[src/hdl/tq_pkg.sv]
// Shared types and codes for the split-array twin queue.
// Used by every module of the block and by its checker; depends on nothing.
package tq_pkg;

	localparam logic CMD_ENQ = 1'b0;
	localparam logic CMD_DEQ = 1'b1;

	typedef enum logic [2:0] {
		ST_STORED_FIRST  = 3'd0,
		ST_STORED_SECOND = 3'd1,
		ST_FULL          = 3'd2,
		ST_TAKEN_FIRST   = 3'd3,
		ST_TAKEN_SECOND  = 3'd4,
		ST_EMPTY         = 3'd5
	} status_t;

	typedef struct packed {
		logic               command;
		logic signed [31:0] value;
	} req_item_t;

	typedef struct packed {
		status_t            status;
		logic signed [31:0] word_out;
	} rsp_item_t;

	// Store access for one transfer: at most one of the two is set.
	typedef struct packed {
		logic wr;
		logic rd;
	} mem_req_t;

endpackage

[src/hdl/split_array_twin_queue.sv]
// channel | dir | handshake           | payload
// req     | in  | req_valid/req_stall | req_item_t  (command, value)
// rsp     | out | rsp_valid/rsp_stall | rsp_item_t  (status, word_out)
//
// One request per cycle while req_stall is low; its result reaches rsp via the result stage and the output register.
// Pointer update and the store access, if any, happen at the request transfer;
// the store read data is registered, then the output register holds it.
// arst_n clears both queues; store contents are left as they are.
// A stalled rsp holds; one further request is taken before req_stall rises.
// Depends on tq_pkg, tq_ctrl, tq_mem, tq_out.
module split_array_twin_queue import tq_pkg::*; #(
	parameter int DEPTH = 8
) (
	input  logic      clk,
	input  logic      arst_n,
	input  logic      req_valid,
	output logic      req_stall,
	input  req_item_t req,
	output logic      rsp_valid,
	input  logic      rsp_stall,
	output rsp_item_t rsp
);

	localparam int AW = $clog2(DEPTH);

	logic               accept;
	logic               s1_free;
	mem_req_t           mreq;
	logic [AW-1:0]      addr;
	status_t            status;
	logic signed [31:0] rdata_s1;

	assign req_stall = !s1_free;
	assign accept    = req_valid && s1_free;

	tq_ctrl #(.DEPTH(DEPTH)) u_ctrl (
		.clk    (clk),
		.arst_n (arst_n),
		.accept (accept),
		.item   (req),
		.mreq   (mreq),
		.addr   (addr),
		.status (status)
	);

	tq_mem #(.DEPTH(DEPTH)) u_mem (
		.clk      (clk),
		.accept   (accept),
		.mreq     (mreq),
		.addr     (addr),
		.wdata    (req.value),
		.rdata_s1 (rdata_s1)
	);

	tq_out u_out (
		.clk       (clk),
		.arst_n    (arst_n),
		.accept    (accept),
		.status    (status),
		.rdata_s1  (rdata_s1),
		.s1_free   (s1_free),
		.rsp_valid (rsp_valid),
		.rsp_stall (rsp_stall),
		.rsp       (rsp)
	);

endmodule

[src/hdl/tq_ctrl.sv]
// Pointer control for both queues: decides status and store access per transfer.
// Depends on tq_pkg.
module tq_ctrl import tq_pkg::*; #(
	parameter int DEPTH = 8
) (
	input  logic                          clk,
	input  logic                          arst_n,
	input  logic                          accept,
	input  req_item_t                     item,
	output mem_req_t                      mreq,
	output logic [$clog2(DEPTH)-1:0]      addr,
	output status_t                       status
);

	localparam int AW   = $clog2(DEPTH);
	localparam int TW   = $clog2(DEPTH + 1);
	localparam int HALF = DEPTH / 2;

	logic [AW-1:0] first_head_q, first_head_d;
	logic [AW-1:0] fill_end_q, fill_end_d;
	logic [AW-1:0] second_head_q, second_head_d;
	logic [TW-1:0] second_tail_q, second_tail_d;
	logic [TW-1:0] tail_dec;

	always_comb begin
		first_head_d  = first_head_q;
		fill_end_d    = fill_end_q;
		second_head_d = second_head_q;
		second_tail_d = second_tail_q;
		mreq          = '0;
		addr          = '0;
		status        = ST_EMPTY;
		tail_dec      = (second_tail_q != '0) ? second_tail_q - 1'b1 : second_tail_q;
		if (item.command == CMD_ENQ) begin
			if (second_tail_q == TW'(fill_end_q)) begin
				status = ST_FULL;
			end else if (fill_end_q == AW'(HALF)) begin
				// lower half taken: grow the second queue downward
				second_tail_d = tail_dec;
				addr          = AW'(tail_dec);
				mreq.wr       = 1'b1;
				status        = ST_STORED_SECOND;
			end else begin
				addr       = fill_end_q;
				mreq.wr    = 1'b1;
				fill_end_d = fill_end_q + 1'b1;
				status     = ST_STORED_FIRST;
			end
		end else if (fill_end_q != '0) begin
			addr    = first_head_q;
			mreq.rd = 1'b1;
			status  = ST_TAKEN_FIRST;
			if (AW'(first_head_q + 1'b1) == fill_end_q) begin
				first_head_d = '0;
				fill_end_d   = '0;
			end else begin
				first_head_d = first_head_q + 1'b1;
			end
		end else if (second_tail_q != TW'(DEPTH)) begin
			addr    = second_head_q;
			mreq.rd = 1'b1;
			status  = ST_TAKEN_SECOND;
			if (TW'(second_head_q) == second_tail_q || second_head_q == '0) begin
				second_head_d = AW'(DEPTH - 1);
				second_tail_d = TW'(DEPTH);
			end else begin
				second_head_d = second_head_q - 1'b1;
			end
		end
	end

	always_ff @(posedge clk or negedge arst_n) begin
		if (!arst_n) begin
			first_head_q  <= '0;
			fill_end_q    <= '0;
			second_head_q <= AW'(DEPTH - 1);
			second_tail_q <= TW'(DEPTH);
		end else if (accept) begin
			first_head_q  <= first_head_d;
			fill_end_q    <= fill_end_d;
			second_head_q <= second_head_d;
			second_tail_q <= second_tail_d;
		end
	end

endmodule

[src/hdl/tq_mem.sv]
// Word store shared by both queues: at most one access per transfer, registered read.
// Depends on tq_pkg.
module tq_mem import tq_pkg::*; #(
	parameter int DEPTH = 8
) (
	input  logic                     clk,
	input  logic                     accept,
	input  mem_req_t                 mreq,
	input  logic [$clog2(DEPTH)-1:0] addr,
	input  logic signed [31:0]       wdata,
	output logic signed [31:0]       rdata_s1
);

	logic signed [31:0] mem_q [DEPTH];

	always_ff @(posedge clk) begin
		if (accept && mreq.wr) begin
			mem_q[addr] <= wdata;
		end
		if (accept && mreq.rd) begin
			rdata_s1 <= mem_q[addr];
		end
	end

endmodule

[src/hdl/tq_out.sv]
// Result stage plus output register, so one more transfer is taken while a
// result is held. Depends on tq_pkg.
module tq_out import tq_pkg::*; (
	input  logic               clk,
	input  logic               arst_n,
	input  logic               accept,
	input  status_t            status,
	input  logic signed [31:0] rdata_s1,
	output logic               s1_free,
	output logic               rsp_valid,
	input  logic               rsp_stall,
	output rsp_item_t          rsp
);

	logic      valid_s1;
	status_t   status_s1;
	logic      advance;
	logic      rsp_valid_q;
	rsp_item_t rsp_q;

	assign advance = valid_s1 && (!rsp_valid_q || !rsp_stall);
	assign s1_free = !valid_s1 || advance;

	always_ff @(posedge clk or negedge arst_n) begin
		if (!arst_n) begin
			valid_s1    <= 1'b0;
			rsp_valid_q <= 1'b0;
		end else begin
			if (accept) begin
				valid_s1 <= 1'b1;
			end else if (advance) begin
				valid_s1 <= 1'b0;
			end
			if (advance) begin
				rsp_valid_q <= 1'b1;
			end else if (!rsp_stall) begin
				rsp_valid_q <= 1'b0;
			end
		end
	end

	always_ff @(posedge clk) begin
		if (accept) begin
			status_s1 <= status;
		end
		if (advance) begin
			rsp_q.status <= status_s1;
			// read data is only meaningful for a take
			rsp_q.word_out <= (status_s1 == ST_TAKEN_FIRST || status_s1 == ST_TAKEN_SECOND) ?
				rdata_s1 : '0;
		end
	end

	assign rsp_valid = rsp_valid_q;
	assign rsp       = rsp_q;

endmodule

[config.mk]
export PLATFORM = sky130hd
export DESIGN_NAME = split_array_twin_queue
export DESIGN_NICKNAME = d
export VERILOG_FILES = /design/src/hdl/tq_pkg.sv /design/src/hdl/split_array_twin_queue.sv /design/src/hdl/tq_ctrl.sv /design/src/hdl/tq_mem.sv /design/src/hdl/tq_out.sv
export SDC_FILE = /design/constraint.sdc
export NUM_CORES = 1
export LEC_CHECK = 0
export BUFFER_PORTS_ARGS = -buffer_cell sky130_fd_sc_hd__buf_2
export CAP_MARGIN = 20
export CELL_PAD_IN_SITES_DETAIL_PLACEMENT = 1
export CELL_PAD_IN_SITES_GLOBAL_PLACEMENT = 2
export CORE_ASPECT_RATIO = 0.7
export CORE_MARGIN = 8
export CORE_UTILIZATION = 45
export CTS_CLUSTER_SIZE = 30
export DETAILED_ROUTE_END_ITERATION = 16
export PLACE_DENSITY = 0.77
export SLEW_MARGIN = 5
export SYNTH_ARGS = -nofsm -noshare
export SYNTH_HDL_FRONTEND = slang
export SYNTH_SLANG_ARGS = --single-unit
[constraint.sdc]
create_clock -name clk -period 5.91 [get_ports clk]
set_clock_uncertainty 0.15 [all_clocks]
set_input_delay 0 -clock clk [delete_from_list [all_inputs] [get_ports clk]]
set_output_delay 0 -clock clk [all_outputs]
set_load 0.02 [all_outputs]
### Word-level counts from Yosys, hierarchy flattened

Memory sizes are Yosys's and may differ from the RTL's. A register that Yosys moved wholly into a read port is not among the register bits.
Index checks and enable logic that the tools add are counted.

* add/subtract/negate cells: 4
* equal/unequal tests: 15
* mux-type cells: 35
* bitwise gates (word level): 1
* reduce and logical (&&, ||, !) cells: 23

Operators by type and width (number)
* two-way mux 3 bit: 14
* two-way mux 4 bit: 7
* two-way mux 1 bit: 13
* != test 2 x 1 -> 1 bit (second input constant): 5
* AND reduction 7 bit: 1
* adder 3 x 1 -> 3 bit (second input constant): 2
* equality test 3 bit (second input constant): 2
* != test 2 bit (second input constant): 3
* AND reduction 6 bit: 1
* nonzero test 2 bit: 3
* AND reduction 5 bit: 1
* equality test 3 x 4 -> 1 bit: 1
* equality test 4 x 3 -> 1 bit: 1
* logical AND 1 bit: 4
* logical NOT 1 bit: 4
* logical OR 1 bit: 4
* != test 4 bit (second input constant): 1
* AND reduction 4 bit: 1
* nonzero test 4 bit: 1
* subtractor 4 x 1 -> 4 bit (second input constant): 1
* equality test 3 x 2 -> 1 bit (second input constant): 1
* equality test 3 bit: 1
* logical NOT 3 bit: 1
* AND reduction 3 bit: 1
* other kinds (4): 4

* register bits: 53
* bits in writable memories: 256
* output and inout bits: 37
* memories kept: 1

Memory list
* u_mem.mem_q: depth 8, bits a word 32, read ports 1, clocked after Yosys merged registers in 1, wr ports 1, line tq_mem.sv:14 `logic signed [31:0] mem_q [DEPTH];`

### Depth between registers and ports, before layout

Gate-level depths: netlist (run 1).

* word-level depth: 8
* mapped depth: 11
* mapped depth without buffers: 8

### By module

Synthesis (run 1) repeated with hierarchy kept, for this count alone.

* cells, all modules: 705
* area, all modules: 13980.9 sq um

By module, submodules not included
* tq_mem: times used 1, cells an instance 417, area an instance 10676.5 sq um, sequential area each 8648.3 sq um
* tq_out: times used 1, cells an instance 161, area an instance 2215.9 sq um, sequential area each 1191.1 sq um
* tq_ctrl: times used 1, cells an instance 125, area an instance 1078.5 sq um, sequential area each 330.3 sq um
* split_array_twin_queue: times used 1, cells an instance 2, area an instance 10.0 sq um, sequential area each 0.0 sq um

### Worst setup path before layout (run 1)

No wires, ideal clock.

* kind: reg-to-reg
* start point: reg u_ctrl.second_tail_q[0]
* end point: mem u_mem.mem_q[3][0] (enable)
* library setup time: 0.421 ns
* data arrival time: 3.636 ns
* data required time: 5.339 ns
* path slack: 1.702 ns
* cell stages (with the launch flop): 12
* path buffers: 3
* path through: dfrtp_1 -> buf_2 -> inv_1 -> ha_1 -> nor3b_2 -> or3_1 -> a311o_1 -> buf_2 -> a21oi_1 -> buf_4 -> inv_1 -> nor2_1

* cells in the longest elaborated chain, start to end: 6
* elaborated cells between the ends (all ways): 15
* those cells by class: add/sub (1); eq/ne (2); mux (10); reduce/logical (2)

Ends and longest elaborated chain
* start: declaration: line tq_ctrl.sv:22 `logic [TW-1:0] second_tail_q, second_tail_d;`
* start signal: assignment: line tq_ctrl.sv:77 `second_tail_q <= TW'(DEPTH);`
* start signal: assignment: line tq_ctrl.sv:82 `second_tail_q <= second_tail_d;`
* branches (longest 6 deep; another with subtractor 4 x 1 -> 4 bit)
* end: declaration: line tq_mem.sv:14

Several ways; the timed one is not identified. The select of a mux whose other input is x is not followed.

### Worst setup path in the final report (run 1)

* start point: reg u_ctrl.fill_end_q[2]
* end point: mem u_mem.mem_q[4][4] (enable)

* cells in the longest elaborated chain, start to end: 6
* elaborated cells between the ends (all ways): 12
* those cells by class: eq/ne (2); mux (8); reduce/logical (2)

Ends and longest elaborated chain
* start: declaration: line tq_ctrl.sv:20 `logic [AW-1:0] fill_end_q, fill_end_d;`
* start signal: assignment: line tq_ctrl.sv:80 `fill_end_q <= fill_end_d;`
* equality test 4 x 3 -> 1 bit: line tq_ctrl.sv:35 `if (second_tail_q == TW'(fill_end_q)) begin`
* two-way mux 1 bit: line tq_ctrl.sv:35
* two-way mux 1 bit: line tq_ctrl.sv:34 `if (item.command == CMD_ENQ) begin`
* logical AND 1 bit: line tq_mem.sv:17 `if (accept && mreq.wr) begin`
* two-way mux 1 bit: line tq_mem.sv:17
* two-way mux 1 bit (implied by the code): line tq_mem.sv:18 `mem_q[addr] <= wdata;`

Parallel ways exist; a longest one is shown, timed or not.

==> metrics.md, run 1 <==
| Metric | Value |
|---|---|
| Placed Cells | 1230 |
| H-tree Lvls | 2 |
| Commonest non-fill, non-tap cells in the layout | edfxtp_1, buf_2, mux2i_1, mux2_2, dlygate4sd3_1 |
| Compound-cell area share of the yosys netlist | 7.64% |
| Final hold violation count | 0 |
| Vias per std cell | 5.57 |
| Area delta synth->final | 17.6% |
| Setup violators final | 0 |
| Worst Hold Class | input port to register |
| Sequential share of the synthesized area | 74.4% |
| Vias in the first global route | between 7k and 8k |
| Clock share of power | 25.2% |
| Min cycle time layout | around 4.6 ns |
| Fmax | between 200 and 250 MHz |
| Largest net degree at the start of global routing | 47 |
| Status | finished, final reports clean |
| Adder-Cell Fraction of Synth Area | less than 1% |
| Synth Net Count | 810 |
| CTS hold repair buffers | 39 |
| Yosys reg bits | 341 |
| Simple-Gate Fraction of Synth Area | 4.79% |
| I/O pin count | 74 |
| First-pass iteration count of the detailed router | 4 |
| Largest fanout on the critical path | 22 |
| Startpoint type of the worst setup path | register |
| Setup repair after global routing missed its margin | false |
| Total wire length | 32100 µm |
| Distinct cells, synth | 59 |
| Post-cts resize count | 0 |
| Fraction of layout cells with a size suffix above 1 | around 27% |
| Pleak | 5.62 nW |
| Number of antenna violations at the first check in global routing | 0 |
| Final Slew Violations | 0 |
| CP Capture Type | register |
| Antenna-violating nets left | 0 |
| Post-synthesis cell count | ~770 |
| HPWL Detailed | 19500 µm |
| Routability cong. | around 0.79 |
| Die width | 224 µm |
| Die H | 162 µm |
| CTS Sinks | roughly 340 |
| Worst-case clock buffer depth | 3 |
| Clk_lat worst skew | 0.52 ns |
| First DRT Iteration DRCs | 543 |
| Avg Inst Size Synth | 17.8 µm² |
| Multiplexer share of the synthesized area | 9.80% |
| Post-Route Setup TNS | 0 ns |
| YS warnings | 0 |
| Antenna cells | 0 |
| Sequential share of power | a little under 40% |
| Non-filler cells, final | 1330 |
| Psw | 0.00274 W |
| Post-route DRC violation count | 0 |
| CTS tree | yes |
| # fillers | 2769 |
| GRT Resource Usage Total | between 15 and 20% |
| Comb pwr share | 35.0% |
| Xor/xnor share of the synthesized area | less than 1% |
| Peak supply drop | 0.349 mV |
| Worst Slack Setup Final | roughly 1.3 ns |
| Critical Path RT | about 5.9 ns |
| Switching Share | 33.6% |
| Dominant synthesized flop cell | edfxtp_1 |
| First-pass GRT wire length | 49600 µm |
| Port buffer count | 73 |
| Fin crit share | 77.4% |
| Inserted Clock Buffers | 34 |
| Final core occ | 53.6% |
| Core footprint | about 0.03 mm² |
| Worst-Margin Slew | 1.12 ns |
| Cell Pwr Density | 508 mW/mm² |
| Setup Crit Path Kind | register to register |
| Post-CTS setup-driven buffer insertion count | 0 |
| Max cap viols | 0 |
| Final net count | 938 |
| Global route total overflow | 0 |
| DIE AREA | 0.0363 mm² |
| Largest family of logic cells by synthesized area | multiplexers |
| Initial cell density of the core | 45.6% |
| Worst slack, placed | 1.40 ns |
| Post-synth EDFFs | between 300 and 400 |
| DR WL/cell | 24.1 µm |
| Root Buffer | clkbuf_16 |
| Clock transition at path regs | about 0.06 ns |
| FP Rows | 53 |
| DR vias | 7404 |
| Worst EP arrival | 4.60 ns |
| Power Internal | 0.00542 W |
| Slew HR | 25.4% |
| Commonest non-fill, non-tap cell in the layout | edfxtp_1 |
| Post-synthesis async set-or-reset flop share | 4.40% |
| Area of the mapped netlist | 0.0137 mm² |
-- synth_stat cells, types with 7 or more instances --
cell type,instances,area (µm²)
a21oi_1,8,40.0
a221oi_2,29,435
and2_1,37,231
buf_2,12,60.1
buf_4,7,52.6
clkbuf_1,12,45.0
dfrtp_1,11,275
edfxtp_1,326,9790
inv_1,14,52.6
mux2_2,63,709
mux2i_1,63,631
nand2_1,20,75.1
nand2b_1,7,43.8
nand3_1,8,40.0
nor2_1,21,78.8
o22ai_1,33,206
-- critical path: stages, from the launching register on --
cell and delay, ns:
dfrtp_1 0.68, xor2_1 0.19, nor4_2 0.63, a311o_1 0.57, nand3_2 0.50, buf_4 0.40, nor2_2 0.62, buf_4 0.47
-- layer usage --
layer | routed length [µm] | part of all wire [%] | track usage, %
met5 | 0 | 0 | 0
met4 | 584 | 1.8 | 4.57
met3 | 1500 | 4.7 | 3.31
met2 | 14800 | 46 | 28.0
met1 | 15200 | 47 | 25.4
-- worst paths after layout --
path,startpoint,endpoint,slack (ns),cells past startpoint
setup / recovery,u_ctrl.fill_end_q[2],u_mem.mem_q[4][4],1.34,7
hold / removal,req[16],u_mem.mem_q[3][16],0.17,2
setup reg to reg,u_ctrl.fill_end_q[2],u_mem.mem_q[4][4],1.34,7
hold reg to reg,u_out.status_s1[1],u_out.rsp[33],0.33,0
max in group asynchronous,arst_n,u_ctrl.first_head_q[2],4.14,4
min in group asynchronous,arst_n,u_ctrl.second_tail_q[3],0.41,3
-- cells by family after synthesis --
kind of cell	count (synthesis)
adders and majority gates	6
xor gates and xnor gates	9
and+or+nand+nor	118
DFF	341
AOI/OAI and AO/OA	114
buffers and inverters	53
muxes	126
-- registers in the layout, indices dropped and copies added, names as in the netlist --
| signal | flops |
|---|---|
| u_ctrl.fill_end_q | 3 |
| u_mem.mem_q | 256 |
| u_out.status_s1 | 3 |
| u_out.valid_s1 | 1 |
| u_out.rsp | 35 |
| u_out.rsp_valid | 1 |
| u_ctrl.first_head_q | 3 |
| u_mem.rdata_s1 | 32 |
| u_ctrl.second_tail_q | 4 |
| u_ctrl.second_head_q | 3 |
-- cell type report --
cell class | instances | area (µm²) | share of cell area (%)
multi-input cells | 373 | 3320 | 20.6
clock buffers | 49 | 971 | 6.04
flip-flops and latches | 341 | 10200 | 63.3
inverters | 15 | 56.3 | 0.350
clock inverters | 10 | 75.1 | 0.467
repair buffers | 130 | 963 | 6.00
well taps | 412 | 515 | 3.21
-- power groups by stage --
stage                     Sequential, W  Clock [W]  Combinational (W)
after floorplan                 0.00326          0            0.00215
after global placement          0.00327          0            0.00272
after detailed placement        0.00329          0            0.00283
after CTS                       0.00324    0.00211            0.00287
after global routing            0.00327    0.00220            0.00307
final                           0.00324    0.00206            0.00285
-- through the flow --
| stage | total power, W | hold WS (ns) | area (µm²) |
|---|---|---|---|
| 2_1_floorplan | 0.00541 | -0.446 | 13700 |
| 3_3_place_gp | 0.00599 | -0.219 | 14500 |
| 4_1_cts | 0.00822 | 0.150 | 16000 |
| 5_1_grt | 0.00854 | 0.164 | 16100 |
| 3_5_place_dp | 0.00612 | -0.206 | 14600 |
| 6_report | 0.00816 | 0.167 | 16100 |
(Power assumes the default switching activity.)
==> run 2: changes to the inputs <==
CORE_UTILIZATION = 42   (was 45)
PLACE_DENSITY = 0.76   (was 0.77)
clock period = 4.1 ns   (was 5.91 ns; I/O delays follow)
==> metrics.md, run 2 (synthesis results as in run 1) <==
| Metric | Value |
|---|---|
| Final net count | 952 (was 938) |
| Largest Register | u_mem.mem_q (unchanged) |
| Cell area after layout | 0.0163 mm² (was 0.0161 mm²) |
| Setup violators final | 0 (unchanged) |
| DR WL/cell | 23.4 µm (was 24.1 µm) |
| Non-filler cells, final | 1361 (was 1330) |
| Commonest non-fill, non-tap cells in the layout | edfxtp_1, buf_2, mux2i_1, mux2_2, dlygate4sd3_1 (unchanged) |
| CTS Sinks | 341 (unchanged) |
| Final Slew Violations | 0 (unchanged) |
| CTS tree | yes (unchanged) |
| Die H | 167 µm (was 162 µm) |
| Setup Crit Path Kind | register to register (unchanged) |
| Fin crit share | 90.2% (was 77.4%) |
| Slew HR | 40.7% (was 25.4%) |
| Total wire length | 31800 µm (was 32100 µm) |
| Final hold violation count | 0 (unchanged) |
| First-pass GRT wire length | 49800 µm (was 49600 µm) |
| Hold wc startpoint | req[20] (was req[16]) |
| Worst Hold Class | input port to register (unchanged) |
| Post-route DRC violation count | 0 (unchanged) |
| Number of flip-flops in the largest register | 256 (unchanged) |
| First-pass iteration count of the detailed router | 4 (unchanged) |
| Clock transition at path regs | 0.07 ns (was 0.06 ns) |
| Worst-case clock buffer depth | 3 (unchanged) |
| I/O pin count | 74 (unchanged) |
| Fmax | 270 MHz (was 219 MHz) |
| Routability cong. | 0.816 (was 0.785) |
| Critical Path RT | 4.22 ns (was 5.93 ns) |
| Largest fanout on the critical path | 76 (was 22) |
| H-tree Lvls | 2 (unchanged) |
| Placed inst area | 0.0148 mm² (was 0.0146 mm²) |
| Reg-to-Reg Start | u_ctrl.second_tail_q[0] (was u_ctrl.fill_end_q[2]) |
| Antenna-violating nets left | 0 (unchanged) |
| Pleak | 5.78 nW (was 5.62 nW) |
| Max cap viols | 0 (unchanged) |
| Inserted Clock Buffers | 35 (was 34) |
| Antenna cells | 0 (unchanged) |
| Core footprint | 0.0322 mm² (was 0.0300 mm²) |
| Startpoint type of the worst setup path | register (unchanged) |
| Vias per std cell | 5.43 (was 5.57) |
| Multi-input combinational cell area | 0.00332 mm² (about the same) |
| Post-CTS setup-driven buffer insertion count | 0 (unchanged) |
| GRT Resource Usage Total | 16.6% (was 17.8%) |
| Placed Cells | 1260 (was 1230) |
| Largest net degree at the start of global routing | 77 (was 47) |
| Final core occ | 50.7% (was 53.6%) |
| CP startpoint | u_ctrl.second_tail_q[0] (was u_ctrl.fill_end_q[2]) |
| Post-Route Setup TNS | 0 ns (unchanged) |
| Peak supply drop | 0.695 mV (was 0.349 mV) |
| Global route total overflow | 0 (unchanged) |
| Vias in the first global route | 8035 (was 7990) |
| # fillers | 3014 (was 2769) |
| Port buffer count | 73 (unchanged) |
| Fin Hold WS | 0.151 ns (was 0.167 ns) |
| Area delta synth->final | 19.6% (was 17.6%) |
| Worst-Margin Slew | 0.888 ns (was 1.12 ns) |
| Status | finished, final reports clean (unchanged) |
| First DRT Iteration DRCs | 510 (was 543) |
| Min cycle time layout | 3.70 ns (was 4.57 ns) |
| Register area | 0.0102 mm² (unchanged) |
| Commonest non-fill, non-tap cell in the layout | edfxtp_1 (unchanged) |
| Cell Pwr Density | 747 mW/mm² (was 508 mW/mm²) |
| Worst EP arrival | 3.82 ns (was 4.60 ns) |
| DR vias | 7389 (was 7404) |
| Clk_lat worst skew | 0.51 ns (was 0.52 ns) |
| Die width | 232 µm (was 224 µm) |
| CP Capture Type | register (unchanged) |
| Fraction of layout cells with a size suffix above 1 | 29.1% (was 27.1%) |
| Root Buffer | clkbuf_16 (unchanged) |
| Initial cell density of the core | 42.4% (was 45.6%) |
| Number of antenna violations at the first check in global routing | 0 (unchanged) |
| DIE AREA | 0.0387 mm² (was 0.0363 mm²) |
| HPWL Detailed | 19200 µm (was 19500 µm) |
| FP Rows | 55 (was 53) |
| Setup repair after global routing missed its margin | false (unchanged) |
==> run 2: layout make-up <==
class	count	area share, %
clock buffer	43	5.80
clock inverter	19	1.47
inverter	15	0.345
multi-input combinational	373	20.3
sequential	341	62.2
tap	427	3.27
timing repair buffer	143	6.58
==> run 2: critical path: stages (launching register included) <==
cell       delay [ns]
dfrtp_1          0.51
inv_1            0.11
ha_1             0.31
nor3b_2          0.45
o2111ai_1        0.26
a32oi_4          0.41
buf_12           0.45
mux2_2           0.41
o2bb2ai_1        0.14
a31o_2           0.23
==> run 2: report_power, final <==
part	switching (W)	internal, W
Sequential	0.000204	0.00445
Clock	0.00129	0.00202
Combinational	0.00254	0.00172
Total	0.00403	0.00819
==> run 2: timing repair <==
item,CTS,global route
endpoints found under the hold margin,304,0
hold buffers,39,0
gates resized for setup,0,0
setup endpoints to repair,0,0
==> run 2: final timing paths <==
path	endpoint	slack (ns)	cells after the start
setup / recovery	u_mem.rdata_s1[29]	0.40	9
hold / removal	u_mem.mem_q[5][20]	0.15	2
setup reg to reg	u_mem.rdata_s1[29]	0.40	9
hold reg to reg	u_out.rsp[32]	0.34	0
max in group asynchronous	u_ctrl.second_tail_q[0]	2.30	4
min in group asynchronous	u_ctrl.second_head_q[1]	0.45	3
==> run 2: stage by stage <==
step                      power (W)  setup WS (ns)
after floorplan             0.00780         -0.108
after global placement      0.00890          0.508
after detailed placement    0.00894          0.457
after CTS                    0.0123          0.441
after global routing         0.0128          0.220
final                        0.0122          0.403
==> run 2: per-layer routing <==
| metal | up-vias | track usage [%] | wire length (µm) |
|---|---|---|---|
| met5 | - | 0 | 0 |
| met3 | 42 | 3.07 | 1580 |
| met1 | 3813 | 23.8 | 15200 |
| li1 | 3358 | - | - |
| met4 | 0 | 3.96 | 535 |
| met2 | 176 | 26.1 | 14400 |
==> run 3: changes to the inputs <==
MAX_ROUTING_LAYER = met4   (was unset)
==> metrics.md, run 3 (synthesis results as in run 1) <==
| Metric | Value |
|---|---|
| CTS tree | yes (unchanged) |
| Worst-case clock buffer depth | 3 (unchanged) |
| Setup repair after global routing missed its margin | false (unchanged) |
| Multi-input combinational cell area | 0.00332 mm² (unchanged) |
| Global route total overflow | 0 (unchanged) |
| Largest net degree at the start of global routing | 77 (unchanged) |
| Psw | 0.00402 W (was 0.00403 W) |
| Startpoint type of the worst setup path | register (unchanged) |
| Register area | 0.0102 mm² (unchanged) |
| Peak supply drop | 0.689 mV (was 0.695 mV) |
| Core footprint | 0.0322 mm² (unchanged) |
| Clock share of power | 27.1% (about the same) |
| DIE AREA | 0.0387 mm² (unchanged) |
| Pleak | 5.78 nW (unchanged) |
| Area delta synth->final | 19.6% (unchanged) |
| Status | finished, final reports clean (unchanged) |
| Port buffer count | 73 (unchanged) |
| # fillers | 3014 (unchanged) |
| First-pass GRT wire length | 49700 µm (was 49800 µm) |
| First DRT Iteration DRCs | 442 (was 510) |
| Largest fanout on the critical path | 76 (unchanged) |
| Commonest non-fill, non-tap cell in the layout | edfxtp_1 (unchanged) |
| Post-route DRC violation count | 0 (unchanged) |
| Total wire length | 31800 µm (about the same) |
| Clock transition at path regs | 0.07 ns (about the same) |
| Inserted Clock Buffers | 35 (unchanged) |
| FP Rows | 55 (unchanged) |
| Critical Path RT | 4.22 ns (about the same) |
| Commonest non-fill, non-tap cells in the layout | edfxtp_1, buf_2, mux2i_1, mux2_2, dlygate4sd3_1 (unchanged) |
| Worst EP arrival | 3.80 ns (was 3.82 ns) |
| Clk_lat worst skew | 0.51 ns (about the same) |
| Max cap viols | 0 (unchanged) |
| Largest Register | u_mem.mem_q (unchanged) |
| Slew HR | 42.1% (was 40.7%) |
| Antenna cells | 0 (unchanged) |
| Fin crit share | 89.8% (was 90.2%) |
| Post-Route Setup TNS | 0 ns (unchanged) |
| Sequential share of power | 38.1% (about the same) |
| Vias per std cell | 5.41 (was 5.43) |
| Setup Crit Path Kind | register to register (unchanged) |
| Cell area after layout | 0.0163 mm² (unchanged) |
| I/O pin count | 74 (unchanged) |
| Fraction of layout cells with a size suffix above 1 | 29.1% (unchanged) |
| Die H | 167 µm (unchanged) |
| Initial cell density of the core | 42.4% (unchanged) |
| CP Capture Type | register (unchanged) |
| CP startpoint | u_ctrl.second_tail_q[0] (unchanged) |
| Hold wc startpoint | req[20] (unchanged) |
| Final Slew Violations | 0 (unchanged) |
| Setup violators final | 0 (unchanged) |
| Fmax | 272 MHz (was 270 MHz) |
| Number of antenna violations at the first check in global routing | 0 (unchanged) |
| Routability cong. | 0.828 (was 0.816) |
| Worst Hold Class | input port to register (unchanged) |
| Placed inst area | 0.0148 mm² (unchanged) |
| Root Buffer | clkbuf_16 (unchanged) |
| Min cycle time layout | 3.68 ns (was 3.70 ns) |
| Switching Share | 32.9% (was 33.0%) |
| DR WL/cell | 23.3 µm (was 23.4 µm) |
| Reg-to-Reg Start | u_ctrl.second_tail_q[0] (unchanged) |
| HPWL Detailed | 19200 µm (unchanged) |
| GRT Resource Usage Total | 17.1% (was 16.6%) |
| Final core occ | 50.7% (unchanged) |
| Final hold violation count | 0 (unchanged) |
| H-tree Lvls | 2 (unchanged) |
| Cell Pwr Density | 747 mW/mm² (about the same) |
| Antenna-violating nets left | 0 (unchanged) |
| CTS Sinks | 341 (unchanged) |
| Vias in the first global route | 8021 (was 8035) |
| First-pass iteration count of the detailed router | 4 (unchanged) |
| Final net count | 952 (unchanged) |
| Number of flip-flops in the largest register | 256 (unchanged) |
| Die width | 232 µm (unchanged) |
| Comb pwr share | 34.8% (was 34.9%) |
| DR vias | 7360 (was 7389) |
| Power Internal | 0.00819 W (about the same) |
| Worst-Margin Slew | 0.867 ns (was 0.888 ns) |
-- run 3: final cells by class --
cell class | count | area share (%)
clock buffer | 43 | 5.80
clock inverter | 19 | 1.47
inverter | 15 | 0.345
multi-input combinational | 373 | 20.3
sequential | 341 | 62.2
tap | 427 | 3.27
timing repair buffer | 143 | 6.58
-- run 3: worst max-delay path, cell delays in order (launching register included) --
cell	delay (ns)
dfrtp_1	0.51
inv_1	0.11
ha_1	0.31
nor3b_2	0.45
o2111ai_1	0.26
a32oi_4	0.41
buf_12	0.45
mux2_2	0.40
o2bb2ai_1	0.13
a31o_2	0.23
-- run 3: path summary, 6_finish.rpt --
| check | to | slack, ns | depth (start not counted) |
|---|---|---|---|
| max | u_mem.rdata_s1[29] | 0.42 | 9 |
| min in group asynchronous | u_ctrl.second_head_q[1] | 0.45 | 3 |
| max reg2reg | u_mem.rdata_s1[29] | 0.42 | 9 |
| min reg2reg | u_out.rsp[32] | 0.34 | 0 |
| min | u_mem.mem_q[5][20] | 0.15 | 2 |
| max in group asynchronous | u_ctrl.second_tail_q[0] | 2.29 | 4 |
-- run 3: per-layer routing --
layer / vias to the layer above / global-route usage [%] / share of wire, %
li1: 3360 / - / -
met1: 3802 / 23.9 / 48
met2: 156 / 26.1 / 46
met3: 42 / 2.85 / 4.3
met4: 0 / 3.96 / 1.7
met5: - / - / 0
-- run 3: power groups by stage --
stage | Clock, W | Combinational [W] | Sequential [W]
2_1_floorplan | 0 | 0.00309 | 0.00470
3_3_place_gp | 0 | 0.00419 | 0.00470
3_5_place_dp | 0 | 0.00423 | 0.00472
4_1_cts | 0.00340 | 0.00428 | 0.00465
5_1_grt | 0.00352 | 0.00458 | 0.00469
6_report | 0.00331 | 0.00425 | 0.00465
-- run 3: timing repair --
item	in CTS	in global routing
setup buffers	0	0
hold buffers	39	0
resized for setup	0	0
endpoints found under the hold margin	304	0
endpoints found under the setup margin	0	0
-- run 3: stage by stage --
step / hold slack [ns] / total power, W / cells / setup slack [ns]
CTS: 0.126 / 0.0123 / 1361 / 0.441
floorplan: -0.446 / 0.00780 / 767 / -0.108
finish: 0.152 / 0.0122 / 1361 / 0.418
detailed placement: -0.195 / 0.00894 / 1260 / 0.457
global route: 0.154 / 0.0128 / 1361 / 0.220
global placement: -0.201 / 0.00890 / 1260 / 0.508
